[src/sv/rtlm_pkg.sv]
// shared types and constants for the round trip latency meter
package rtlm_pkg;

  localparam int SampleW  = 16;
  localparam int PsumW    = 29;
  localparam int PeriodW  = 14;
  localparam int PosW     = 13;
  localparam int RateW    = 18;
  localparam int LeadW    = 17;
  localparam int ElW      = 24;
  localparam int NoiseW   = 34;
  localparam int ThrW     = 18;
  localparam int MsW      = 14;
  localparam int CntW     = 5;
  localparam int NumW     = 64;
  localparam int DenW     = 40;
  localparam int CfgIdxW  = 2;

  localparam logic [PeriodW-1:0] NoLoud    = 14'h3FFF;
  localparam logic [PeriodW-1:0] PeriodMax = 14'd8192;
  localparam logic [18:0]        Gain16dB  = 19'd413504;
  localparam logic [ThrW-1:0]    ThrMax    = 18'h3FFFF;
  localparam logic [MsW-1:0]     MsMax     = 14'h3FFF;

  localparam logic [CfgIdxW-1:0] CFG_RATE   = 2'd0;
  localparam logic [CfgIdxW-1:0] CFG_PERIOD = 2'd1;
  localparam logic [CfgIdxW-1:0] CFG_LEAD   = 2'd2;

  localparam logic [2:0] PH_SKIP    = 3'd0;
  localparam logic [2:0] PH_NOISE   = 3'd1;
  localparam logic [2:0] PH_LISTEN  = 3'd2;
  localparam logic [2:0] PH_WAIT    = 3'd3;
  localparam logic [2:0] PH_SUCCESS = 3'd4;
  localparam logic [2:0] PH_FAIL    = 3'd5;

  typedef struct packed {
    logic [PsumW-1:0]   psum;
    logic [PeriodW-1:0] first_loud;
    logic [PeriodW-1:0] period;
  } rec_t;

  typedef struct packed {
    logic            start;
    logic [NumW-1:0] num;
    logic [DenW-1:0] den;
  } div_req_t;

endpackage

[src/sv/rtlm_front.sv]
// front end: per period magnitude sum and first loud sample search
module rtlm_front (
  input  logic                        clk,
  input  logic                        rst,
  input  logic                        in_valid,
  output logic                        in_stall,
  input  logic [15:0]                 sample,
  input  logic [rtlm_pkg::PeriodW-1:0] period_len,
  input  logic [rtlm_pkg::ThrW-1:0]   threshold,
  input  logic                        back_done,
  output logic                        push,
  output rtlm_pkg::rec_t              rec
);
  import rtlm_pkg::*;

  logic [PosW-1:0]    pos;
  logic [PsumW-1:0]   psum;
  logic [PeriodW-1:0] first;
  logic               pend;
  logic [PeriodW-1:0] f;
  logic [15:0]        mag;
  logic [PsumW-1:0]   psum_next;
  logic [PeriodW-1:0] first_next;
  logic               loud;
  logic               fire;
  logic               last;

  always_comb begin
    if (period_len == '0) begin
      f = 14'd1;
    end else if (period_len > PeriodMax) begin
      f = PeriodMax;
    end else begin
      f = period_len;
    end
  end

  assign fire       = in_valid && !in_stall;
  assign in_stall   = pend;
  assign mag        = sample[15] ? 16'(-sample) : sample;
  assign psum_next  = psum + PsumW'(mag);
  assign loud       = $signed({{3{sample[15]}}, sample}) > $signed({1'b0, threshold});
  assign first_next = (first == NoLoud && loud) ? PeriodW'(pos) : first;
  assign last       = (PeriodW'(pos) + 14'd1) >= f;
  assign push       = fire && last;
  assign rec        = '{psum: psum_next, first_loud: first_next, period: f};

  always_ff @(posedge clk) begin
    if (rst) begin
      pos   <= '0;
      psum  <= '0;
      first <= NoLoud;
      pend  <= 1'b0;
    end else begin
      if (back_done) pend <= 1'b0;
      if (fire) begin
        if (last) begin
          pos   <= '0;
          psum  <= '0;
          first <= NoLoud;
          pend  <= 1'b1;
        end else begin
          pos   <= pos + 13'd1;
          psum  <= psum_next;
          first <= first_next;
        end
      end
    end
  end

endmodule

[src/sv/rtlm_queue.sv]
// two entry queue of finished period records
module rtlm_queue (
  input  logic           clk,
  input  logic           rst,
  input  logic           push,
  input  rtlm_pkg::rec_t wdata,
  input  logic           pop,
  output logic           empty,
  output rtlm_pkg::rec_t rdata
);
  import rtlm_pkg::*;

  rec_t       mem [2];
  logic       wp;
  logic       rp;
  logic [1:0] cnt;

  assign empty = (cnt == 2'd0);
  assign rdata = mem[rp];

  always_ff @(posedge clk) begin
    if (push) mem[wp] <= wdata;
  end

  always_ff @(posedge clk) begin
    if (rst) begin
      wp  <= 1'b0;
      rp  <= 1'b0;
      cnt <= 2'd0;
    end else begin
      if (push) wp <= !wp;
      if (pop) rp <= !rp;
      cnt <= cnt + 2'(push) - 2'(pop);
    end
  end

endmodule

[src/sv/rtlm_div.sv]
// restoring divider, one quotient bit per cycle
module rtlm_div (
  input  logic                     clk,
  input  logic                     rst,
  input  rtlm_pkg::div_req_t       req,
  output logic                     done,
  output logic [rtlm_pkg::NumW-1:0] quo
);
  import rtlm_pkg::*;

  logic [NumW-1:0] n;
  logic [DenW:0]   rem;
  logic [DenW-1:0] den;
  logic [6:0]      cnt;
  logic            busy;
  logic [DenW:0]   trial;
  logic            ge;

  assign trial = {rem[DenW-1:0], n[NumW-1]};
  assign ge    = trial >= {1'b0, den};
  assign quo   = n;

  always_ff @(posedge clk) begin
    if (rst) begin
      busy <= 1'b0;
      done <= 1'b0;
      cnt  <= '0;
    end else begin
      done <= 1'b0;
      if (req.start) begin
        busy <= 1'b1;
        cnt  <= 7'(NumW);
      end else if (busy) begin
        cnt <= cnt - 7'd1;
        if (cnt == 7'd1) begin
          busy <= 1'b0;
          done <= 1'b1;
        end
      end
    end
  end

  always_ff @(posedge clk) begin
    if (req.start) begin
      n   <= req.num;
      den <= req.den;
      rem <= '0;
    end else if (busy) begin
      rem <= ge ? trial - {1'b0, den} : trial;
      n   <= {n[NumW-2:0], ge};
    end
  end

endmodule

[src/sv/rtlm_back.sv]
// back end: phase sequencer, threshold, latency and result checks
module rtlm_back #(
  parameter int TEST_COUNT       = 5,
  parameter int MAX_WAIT_SECONDS = 5,
  parameter int WAIT_SECONDS     = 3
) (
  input  logic                          clk,
  input  logic                          rst,
  input  logic                          q_empty,
  input  rtlm_pkg::rec_t                q_rec,
  output logic                          q_pop,
  input  logic [rtlm_pkg::RateW-1:0]    sample_rate,
  input  logic [rtlm_pkg::LeadW-1:0]    lead_skip_samples,
  output logic [rtlm_pkg::ThrW-1:0]     threshold,
  output logic                          done,
  output logic                          out_valid,
  input  logic                          out_stall,
  output logic [2:0]                    phase,
  output logic                          tone_on,
  output logic [4:0]                    test_index,
  output logic                          latency_valid,
  output logic [13:0]                   latency_ms,
  output logic [13:0]                   final_ms,
  output logic [17:0]                   noise_threshold
);
  import rtlm_pkg::*;

  typedef enum logic [3:0] {
    S_IDLE, S_DECIDE, S_THR_MUL, S_THR_DIV, S_AVG_DIV, S_MS_START, S_MS_DIV,
    S_SCAN_RD, S_SCAN_ACC, S_FIN_START, S_FIN_DIV, S_OUT
  } state_t;

  localparam logic [CntW-1:0] TestCnt = CntW'(TEST_COUNT);

  state_t             state;
  logic [2:0]         ph;
  logic [ElW-1:0]     el;
  logic [NoiseW-1:0]  noise;
  logic [ThrW-1:0]    thr;
  logic [CntW-1:0]    tc;
  logic [CntW-1:0]    miss;
  logic [MsW-1:0]     fin;
  rec_t               r;
  logic               lat_v;
  logic [MsW-1:0]     lat;
  logic [NumW-1:0]    prod;
  logic [CntW-1:0]    k;
  logic [ElW-1:0]     mx;
  logic [ElW-1:0]     mn;
  logic [PsumW-1:0]   sum;
  logic [ElW-1:0]     mem [16];
  logic [ElW-1:0]     rd;
  div_req_t           dreq;
  logic               ddone;
  logic [NumW-1:0]    dq;
  logic [RateW-1:0]   rate;
  logic [ElW-1:0]     el_f;
  logic [ElW-1:0]     el_n;
  logic [NoiseW-1:0]  noise_n;
  logic [PeriodW-1:0] nmin;
  logic [ElW-1:0]     mx_n;
  logic [ElW-1:0]     mn_n;

  function automatic logic [ElW-1:0] sat_add(input logic [ElW-1:0] a,
                                             input logic [PeriodW-1:0] b);
    logic [ElW:0] t;
    t = {1'b0, a} + (ElW+1)'(b);
    return t[ElW] ? '1 : t[ElW-1:0];
  endfunction

  function automatic logic [MsW-1:0] sat_ms(input logic [NumW-1:0] v);
    return (v > NumW'(MsMax)) ? MsMax : v[MsW-1:0];
  endfunction

  rtlm_div u_div (.clk(clk), .rst(rst), .req(dreq), .done(ddone), .quo(dq));

  assign rate      = (sample_rate == '0) ? 18'd1 : sample_rate;
  assign el_f      = sat_add(el, r.period);
  assign noise_n   = noise + NoiseW'(r.psum);
  assign nmin      = (r.first_loud < r.period) ? r.first_loud : r.period;
  assign el_n      = sat_add(el, nmin);
  assign mx_n      = (rd > mx) ? rd : mx;
  assign mn_n      = (rd < mn) ? rd : mn;
  assign threshold = thr;
  assign q_pop     = (state == S_IDLE) && !q_empty;

  always_ff @(posedge clk) begin
    if (state == S_AVG_DIV && ddone && dq > NumW'(thr) && el_n > ElW'(r.period)) begin
      mem[4'(tc - 5'd1)] <= el_n;
    end
    if (state == S_SCAN_RD) rd <= mem[k[3:0]];
  end

  always_ff @(posedge clk) begin
    if (rst) begin
      state     <= S_IDLE;
      ph        <= PH_SKIP;
      el        <= '0;
      noise     <= '0;
      thr       <= '0;
      tc        <= 5'd1;
      miss      <= '0;
      fin       <= '0;
      out_valid <= 1'b0;
      done      <= 1'b0;
      dreq      <= '0;
    end else begin
      done       <= 1'b0;
      dreq.start <= 1'b0;
      if (out_valid && !out_stall) out_valid <= 1'b0;
      unique case (state)
        S_IDLE: begin
          if (!q_empty) begin
            r     <= q_rec;
            lat_v <= 1'b0;
            lat   <= '0;
            state <= S_DECIDE;
          end
        end
        S_DECIDE: begin
          unique case (ph)
            PH_SKIP: begin
              if (lead_skip_samples != '0) begin
                el <= el_f;
                if (el_f >= ElW'(lead_skip_samples)) begin
                  el <= '0;
                  ph <= PH_NOISE;
                end
                state <= S_OUT;
              end else begin
                el <= '0;
                ph <= PH_NOISE;
              end
            end
            PH_NOISE: begin
              noise <= noise_n;
              el    <= el_f;
              if ((ElW+1)'(el_f) + (ElW+1)'(lead_skip_samples) >= (ElW+1)'(rate)) begin
                prod  <= NumW'(noise_n[16:0] * Gain16dB);
                state <= S_THR_MUL;
              end else begin
                state <= S_OUT;
              end
            end
            PH_LISTEN: begin
              dreq  <= '{start: 1'b1, num: NumW'(r.psum), den: DenW'(r.period)};
              state <= S_AVG_DIV;
            end
            PH_WAIT: begin
              el <= el_f;
              if (28'(el_f) > 28'(rate) * 28'(WAIT_SECONDS)) begin
                el    <= '0;
                noise <= '0;
                ph    <= PH_SKIP;
              end
              state <= S_OUT;
            end
            default: state <= S_OUT;
          endcase
        end
        S_THR_MUL: begin
          dreq  <= '{start: 1'b1,
                     num: prod + (NumW'(noise[33:17] * Gain16dB) << 17),
                     den: DenW'(el)};
          state <= S_THR_DIV;
        end
        S_THR_DIV: begin
          if (ddone) begin
            thr   <= ((dq >> 16) > NumW'(ThrMax)) ? ThrMax : dq[16 +: ThrW];
            ph    <= PH_LISTEN;
            el    <= '0;
            noise <= '0;
            state <= S_OUT;
          end
        end
        S_AVG_DIV: begin
          if (ddone) begin
            if (dq > NumW'(thr)) begin
              if (el_n > ElW'(r.period)) begin
                el    <= el_n;
                lat_v <= 1'b1;
                state <= S_MS_START;
              end else begin
                ph    <= PH_WAIT;
                el    <= '0;
                state <= S_OUT;
              end
            end else begin
              el <= el_f;
              if (28'(el_f) > 28'(rate) * 28'(MAX_WAIT_SECONDS)) begin
                miss <= miss + 5'd1;
                if (miss + 5'd1 > TestCnt) begin
                  ph <= PH_FAIL;
                end else begin
                  ph <= PH_WAIT;
                  el <= '0;
                end
              end
              state <= S_OUT;
            end
          end
        end
        S_MS_START: begin
          dreq  <= '{start: 1'b1, num: NumW'(el * 10'd1000), den: DenW'(rate)};
          state <= S_MS_DIV;
        end
        S_MS_DIV: begin
          if (ddone) begin
            lat   <= sat_ms(dq);
            k     <= '0;
            mx    <= '0;
            mn    <= '1;
            sum   <= '0;
            state <= S_SCAN_RD;
          end
        end
        S_SCAN_RD: state <= S_SCAN_ACC;
        S_SCAN_ACC: begin
          mx  <= mx_n;
          mn  <= mn_n;
          sum <= sum + PsumW'(rd);
          k   <= k + 5'd1;
          if (k + 5'd1 >= tc) begin
            if ({1'b0, mx_n} > {mn_n, 1'b0}) begin
              ph    <= PH_FAIL;
              state <= S_OUT;
            end else if (tc == TestCnt) begin
              state <= S_FIN_START;
            end else begin
              ph    <= PH_WAIT;
              tc    <= tc + 5'd1;
              el    <= '0;
              state <= S_OUT;
            end
          end else begin
            state <= S_SCAN_RD;
          end
        end
        S_FIN_START: begin
          dreq  <= '{start: 1'b1, num: NumW'(sum * 10'd1000),
                     den: DenW'(rate * CntW'(TEST_COUNT))};
          state <= S_FIN_DIV;
        end
        S_FIN_DIV: begin
          if (ddone) begin
            fin   <= sat_ms(dq);
            ph    <= PH_SUCCESS;
            state <= S_OUT;
          end
        end
        S_OUT: begin
          if (!out_valid || !out_stall) begin
            out_valid       <= 1'b1;
            phase           <= ph;
            tone_on         <= (ph == PH_LISTEN);
            test_index      <= tc;
            latency_valid   <= lat_v;
            latency_ms      <= lat;
            final_ms        <= fin;
            noise_threshold <= thr;
            done            <= 1'b1;
            state           <= S_IDLE;
          end
        end
        default: state <= S_IDLE;
      endcase
    end
  end

endmodule

[src/sv/round_trip_latency_meter_top.sv]
// top level of the round trip latency meter
// a sample inside a period only updates the running sums; the result of the last sample of a
// period passes through the queue and the back end, which may add a threshold division, or
// three divisions and a scan when a detection ends the last test
// throughput: one sample per cycle inside a period; after the last sample the input
// stalls until the result is loaded into the output register; sync active high reset
module round_trip_latency_meter_top #(
  parameter int TEST_COUNT       = 5,
  parameter int MAX_WAIT_SECONDS = 5,
  parameter int WAIT_SECONDS     = 3
) (
  input  logic        clk,
  input  logic        rst,
  input  logic        in_valid,
  output logic        in_stall,
  input  logic [15:0] sample,
  output logic        out_valid,
  input  logic        out_stall,
  output logic [2:0]  phase,
  output logic        tone_on,
  output logic [4:0]  test_index,
  output logic        latency_valid,
  output logic [13:0] latency_ms,
  output logic [13:0] final_ms,
  output logic [17:0] noise_threshold,
  input  logic        cfg_valid,
  output logic        cfg_ready,
  input  logic [1:0]  cfg_index,
  input  logic [17:0] cfg_data
);
  import rtlm_pkg::*;

  logic [RateW-1:0]   sample_rate;
  logic [PeriodW-1:0] period_len;
  logic [LeadW-1:0]   lead_skip;
  logic [ThrW-1:0]    thr;
  logic               back_done;
  logic               push;
  rec_t               wrec;
  rec_t               rrec;
  logic               pop;
  logic               empty;

  assign cfg_ready = 1'b1;

  always_ff @(posedge clk) begin
    if (rst) begin
      sample_rate <= 18'd48000;
      period_len  <= 14'd1024;
      lead_skip   <= 17'd10240;
    end else if (cfg_valid) begin
      unique case (cfg_index)
        CFG_RATE:   sample_rate <= cfg_data;
        CFG_PERIOD: period_len  <= cfg_data[PeriodW-1:0];
        CFG_LEAD:   lead_skip   <= cfg_data[LeadW-1:0];
        default: ;
      endcase
    end
  end

  rtlm_front u_front (
    .clk(clk), .rst(rst), .in_valid(in_valid), .in_stall(in_stall), .sample(sample),
    .period_len(period_len), .threshold(thr), .back_done(back_done),
    .push(push), .rec(wrec)
  );

  rtlm_queue u_queue (
    .clk(clk), .rst(rst), .push(push), .wdata(wrec), .pop(pop), .empty(empty),
    .rdata(rrec)
  );

  rtlm_back #(
    .TEST_COUNT(TEST_COUNT), .MAX_WAIT_SECONDS(MAX_WAIT_SECONDS),
    .WAIT_SECONDS(WAIT_SECONDS)
  ) u_back (
    .clk(clk), .rst(rst), .q_empty(empty), .q_rec(rrec), .q_pop(pop),
    .sample_rate(sample_rate), .lead_skip_samples(lead_skip), .threshold(thr),
    .done(back_done), .out_valid(out_valid), .out_stall(out_stall), .phase(phase),
    .tone_on(tone_on), .test_index(test_index), .latency_valid(latency_valid),
    .latency_ms(latency_ms), .final_ms(final_ms), .noise_threshold(noise_threshold)
  );

endmodule

[config.mk]
export PLATFORM = sky130hd
export DESIGN_NAME = round_trip_latency_meter_top
export DESIGN_NICKNAME = d
export VERILOG_FILES = /design/src/sv/rtlm_pkg.sv /design/src/sv/rtlm_front.sv /design/src/sv/rtlm_queue.sv /design/src/sv/rtlm_div.sv /design/src/sv/rtlm_back.sv /design/src/sv/round_trip_latency_meter_top.sv
export SDC_FILE = /design/constraint.sdc
export NUM_CORES = 2
export LEC_CHECK = 0
export BUFFER_PORTS_ARGS = -buffer_cell sky130_fd_sc_hd__buf_4
export CAP_MARGIN = 10
export CORE_MARGIN = 2
export CORE_UTILIZATION = 40
export CTS_BUF_LIST = sky130_fd_sc_hd__clkbuf_2
export DETAILED_ROUTE_END_ITERATION = 16
export PLACE_DENSITY = 0.58
export SLEW_MARGIN = 20
export SYNTH_ARGS = -nofsm -noshare
export SYNTH_HDL_FRONTEND = slang
export SYNTH_HIERARCHICAL = 1
export SYNTH_SLANG_ARGS = --single-unit
[constraint.sdc]
create_clock -name clk -period 29.3 [get_ports clk]
set_clock_uncertainty 0.05 [all_clocks]
set_input_delay 2.93 -clock clk [delete_from_list [all_inputs] [get_ports clk]]
set_output_delay 2.93 -clock clk [all_outputs]
set_load 0.005 [all_outputs]
# After elaboration in Yosys (flattened, before gate mapping)
# Memory sizes are Yosys's and may differ from the RTL's. A register that Yosys moved wholly into a read port is not among the register bits.
# Cells that the tools add are included.
# op_classes
add_sub_neg	18
n_bitwise	7
n_mux	99
n_reduce_logical	52
multipliers	7
n_lt_le_gt_ge	18
n_eq_ne	41
# ops
operator	count
one-hot mux 105 bit (4 select lines)	1
2-to-1 mux 24 bit	17
one-hot mux 34 bit (2 select lines)	2
2-to-1 mux 64 bit	2
2-to-1 mux 14 bit	8
2-to-1 mux 105 bit	1
one-hot mux 24 bit (2 select lines)	2
one-hot mux 24 bit (4 select lines)	1
one-hot mux 24 bit (3 select lines)	1
2-to-1 mux 34 bit	2
greater-than comparator 64 x 14 -> 1 bit (second input constant)	1
greater-than comparator 64 x 18 -> 1 bit	1
multiplier 17 x 13 -> 30 bit (second input constant)	2
2-to-1 mux 29 bit	2
one-hot mux 29 bit (2 select lines)	1
adder 36 x 53 -> 54 bit	1
adder 24 x 14 -> 25 bit	2
greater-than comparator 48 x 18 -> 1 bit (second input constant)	1
2-to-1 mux 4 bit	11
one-hot mux 4 bit (11 select lines)	1
multiplier 18 x 3 -> 21 bit (second input constant)	2
>= comparator 41 x 40 -> 1 bit	1
2-to-1 mux 40 bit	1
subtractor 40 bit	1
other kinds (81)	177
# totals
regBits	660
mem_bits_rw	498
inputBits	41
elab_cells	288
output_inout_bits	59
mem_count	2
# memory_table
memory	depth	word_bits	read_ports	rd_ports_with_merged_regs	write_ports	line	rtl
u_back.mem	16	24	1	1	1	rtlm_back.sv:51	logic [ElW-1:0] mem [16];
u_queue.mem	2	57	1	1	1	rtlm_queue.sv:13	rec_t mem [2];

# Logic depth before layout (Yosys ltp)
# logic_depth
ltp_word	9
ltp_mapped	38
ltp_nobuf	34

# Hierarchy
# The synthesis kept the hierarchy.
# by_module_without_submodules
mod	instances	cells_per_inst	area_per_inst_um2
rtlm_back	1	5354	60877.1
rtlm_div	1	784	8411.8
rtlm_front	1	619	4739.5
rtlm_queue	1	197	4443.0
round_trip_latency_meter_top	1	195	2050.7

# Worst setup path before layout
# Ideal clock, no wire load.
# synth_path
kind	input to register
start	in rst
end	reg u_back.final_ms[0] (enable)
arrival_time_ns	12.138
slack_ns	16.342
n_path_buf	2
stages	3
path_cell_list	clkbuf_1 -> clkbuf_1 -> a2111oi_0
# synth_between
elab_chain_len	2
# synth_rtl
item	line	rtl
from (decl)	round_trip_latency_meter_top.sv:13	input logic rst,
NOT 1 bit (no line)	-	
AND reduction 3 bit (no line)	-	
to (signal assigned)	rtlm_back.sv:259	final_ms <= fin;
to (decl)	rtlm_back.sv:23	output logic [13:0] final_ms,
# Every way passes these cells.
# A chain may end at the register's enable or synchronous reset.

# Worst setup path after layout
# layout_path
start	reg u_back/r[1] (netlist bit)
end	mem u_back.mem[16][18] (netlist: u_back/mem[4][18]) (enable)
# layout_between
elab_chain_len	8
# layout_rtl
item	line	rtl
from (decl)	rtlm_back.sv:43	rec_t r;
from (signal assigned)	rtlm_back.sv:114	r <= q_rec;
less-than comparator 14 bit	rtlm_back.sv:80	assign nmin = (r.first_loud < r.period) ? r.first_loud : r.period;
2-to-1 mux 14 bit *	rtlm_back.sv:80	
adder 24 x 14 -> 25 bit *	rtlm_back.sv:67	t = {1'b0, a} + (ElW+1)'(b);
2-to-1 mux 24 bit *	rtlm_back.sv:68	return t[ElW] ? '1 : t[ElW-1:0];
named net u_back.el_n[1]	rtlm_back.sv:58	logic [ElW-1:0] el_n;
greater-than comparator 24 x 14 -> 1 bit *	rtlm_back.sv:88	if (state == S_AVG_DIV && ddone && dq > NumW'(thr) && el_n > ElW'(r.period)) begin
logical AND 1 bit *	rtlm_back.sv:88	
2-to-1 mux 1 bit *	rtlm_back.sv:88	
2-to-1 mux 1 bit (implied by the code) *	rtlm_back.sv:89	mem[4'(tc - 5'd1)] <= el_n;
to (decl)	rtlm_back.sv:51	
# Mark *: on every way through the listed nets, which the timed path passes. The rest lies on a longest branch.

==> run metrics <==
Final min period approximately 10 ns; first-pass GRT wire length between 300,000 and 400,000 um; routed vias/inst 5.558; via count 57,697; post-CTS resize count 0; Tightest Pin Transition between 1 and 1.5 ns; sequential fraction of the synthesis area between 40% and 50%; site row count ~160; initial DRC count around 4,700; Hold-fix buffers, CTS 0; top_reg_cell synth edfxtp_1; clock buffer depth 4; drt total wl about 230,000 um; Clock Sink Count 1,214; Worst Path Required between 30 and 40 ns; synth cell count leaders edfxtp_1, ha_1, inv_1; DIE AREA a little over 0.2 mm^2; largest area contributor in the netlist edfxtp_1; detail-routed net length per standard cell around 22 um; cell area after synthesis approximately 0.081 mm^2; CP endpoint kind register; fin area just under 0.09 mm^2; share of cells above drive strength 1 about 15%; FF-to-FF Start u_back/r[1]; Top cell by count, worst path a21o_1; final setup violation count 0; R2R cell count 37; Synthesis Warnings 6; EDFF count, synth roughly 870; placeable core area approximately 0.20 mm^2; TritonCTS clock tree done; Initial Utilization around two fifths; clk slew on worst S/H paths about 0.10 ns; GPL Wtd Cong approximately 0.9; Die Width around 450 um; power density over cell area between 100 and 150 mW/mm^2; root buf cell clkbuf_2; Final Total Pwr between 10 and 15 mW; FF+latch count, synth 1,214; DP HPWL around 170,000 um; Rel. slew slack about 11%; Lkg Pwr between 30 and 40 nW; DRC viols 0; Die Height roughly 450 um; worst hold endpoint u_back/latency_ms[6]; # IOs 100; status complete, no violations; Post-CTS Setup Bufs 0; CP Max Fanout 24; dpl cell area about 0.085 mm^2; post-route setup TNS 0 ns; via count of the first global-routing pass approximately 58,000; largest net degree at the start of global routing 170; max cap viols 0; Async S/R FF share, synth 0%; Final Hold Vio Count 0; Crit-path slowest cell o21ai_1; Synth top area share between 30 and 40%; CP max stage delay 0.69 ns; Mean Syn Cell Area about 11 um^2; worst reg2reg setup slack ~19 ns; largest cells by area after synthesis edfxtp_1, ha_1, fa_1; type of the most critical hold path register to register; Worst R2R End u_back/mem[4][18]; period utilization around a third; CP Class register to register; gr usage total between 20% and 30%; Pre-Repair DR Iteration Count 7; initial antenna violation count 14; arrival time worst endpoint 11.58 ns; clk_lat worst skew 1.92 ns; I/O Buffers just under 100; cells after synthesis approximately 7,100; Layout area overhead 8.761%; Worst setup SP type register; Cell variety after synth 123; Max H-tree Level 5; cell depth of the worst min-delay path 0; unrepaired setup endpoints after global routing no; Layout Nets roughly 8,700; Final Max Slew Viols 0; most frequent cell after synthesis edfxtp_1; CTS buffer count about 340; Fmax a little under 100 MHz; grt total ovfl 0; filler instances approximately 19,000; Final Util around 44%; min-delay src u_back/lat[6]; Post-DRT Antenna Nets 0; peak supply drop ~360 uV
worst max-delay path, delay by kind of cell, from the launching register on:
family                   cells  cell delay [ns]
AO/OA/AOI/OAI               20             4.29
AND/OR/NAND/NOR              7             2.30
buffers and inverters        5             1.23
adder cells (fa/ha/maj)      4             1.11
flip-flops                   1             0.52
multiplexers                 1             0.18
where the power goes:
group	switching, mW	total [mW]	internal, mW	leakage, nW
clock network	0.738	1.23	0.496	2.34
registers	0.187	2.58	2.39	10.7
logic	4.24	7.13	2.89	23.0
total	5.17	10.9	5.78	36.0
registers in the layout, indices dropped and copies added, names as in the netlist, 17 cells and up, named ones only:
register	cells
u_back/noise_threshold	18
sample_rate	18
u_back/u_div/quo	64
u_back/el	24
u_back/threshold	18
u_back/mem	384
u_queue/mem	114
u_back/dreq	79
u_back/u_div/rem	40
u_back/noise	34
u_back/u_div/den	40
u_back/r	57
u_back/sum	29
u_back/mn	24
u_back/prod	30
u_back/mx	24
u_back/rd	24
lead_skip	17
u_front/psum	29
stage by stage:
step,std cells,setup slack [ns],hold slack [ns]
finish,10381,19.07,0.3719
global route,10381,18.42,0.3758
CTS,10377,19.18,0.3745
detailed placement,9776,19.40,0.3545
global placement,9776,19.53,0.3551
floorplan,7174,16.34,0.3503
cells in the final DEF, fill, tap and decap left out, types with 123 or more instances in the layout:
cell type,Yosys,layout
xor2_1,124,124
o21ai_0,280,275
mux2_2,123,123
nor2_1,526,508
a21o_1,128,128
xnor2_1,218,218
nand2_1,425,425
buf_4,5,193
fa_1,362,362
clkbuf_2,1,494
ha_1,798,798
a21oi_1,383,381
edfxtp_1,866,866
inv_1,579,578
dfxtp_1,348,345
metal layers:
metal,vias to the layer above,global-route usage (%),part of all wire (%)
li1,27017,-,-
met1,28430,30.13,45
met2,1873,34.91,46
met3,373,4.230,6.7
met4,4,7.771,3.1
met5,-,0,0.011
worst max path at each step:
stage / depth (start not counted) / to / slack (ns) / from
floorplan: 3 / u_back/final_ms[0] / 16.34 / rst
detailed placement: 36 / u_back/mem[11][2] / 19.40 / u_back/r[1]
CTS: 36 / u_back/mem[4][18] / 19.18 / u_back/r[1]
finish: 37 / u_back/mem[4][18] / 19.07 / u_back/r[1]
global route: 37 / u_back/mem[9][7] / 18.42 / u_back/r[1]
global placement: 37 / u_back/mem[7][8] / 19.53 / u_back/r[1]
layout make-up:
cell class,instances,area [um^2],area share (%)
clock buffer,494,2472,2.823
multi-input combinational,5128,44560,50.88
sequential,1214,32980,37.66
tap,2656,3323,3.795
antenna,4,10.01,0.01143
inverter,582,2185,2.495
clock inverter,107,558.0,0.6372
timing repair buffer,196,1495,1.707
cells by family (layout without fill, tap and decap cells):
logic type,count (synthesis),after routing,share of synthesized area [%]
simple gates,1709,1709,10.23
compound gates,1511,1511,12.66
flops,1214,1214,40.95
fa+ha+maj,1160,1160,21.40
buf+inv,832,1379,4.042
mux,376,376,6.916
xor+xnor,345,345,3.802
other cells,2,31,0.009327
No activity file was read; power rests on OpenSTA's default activity.
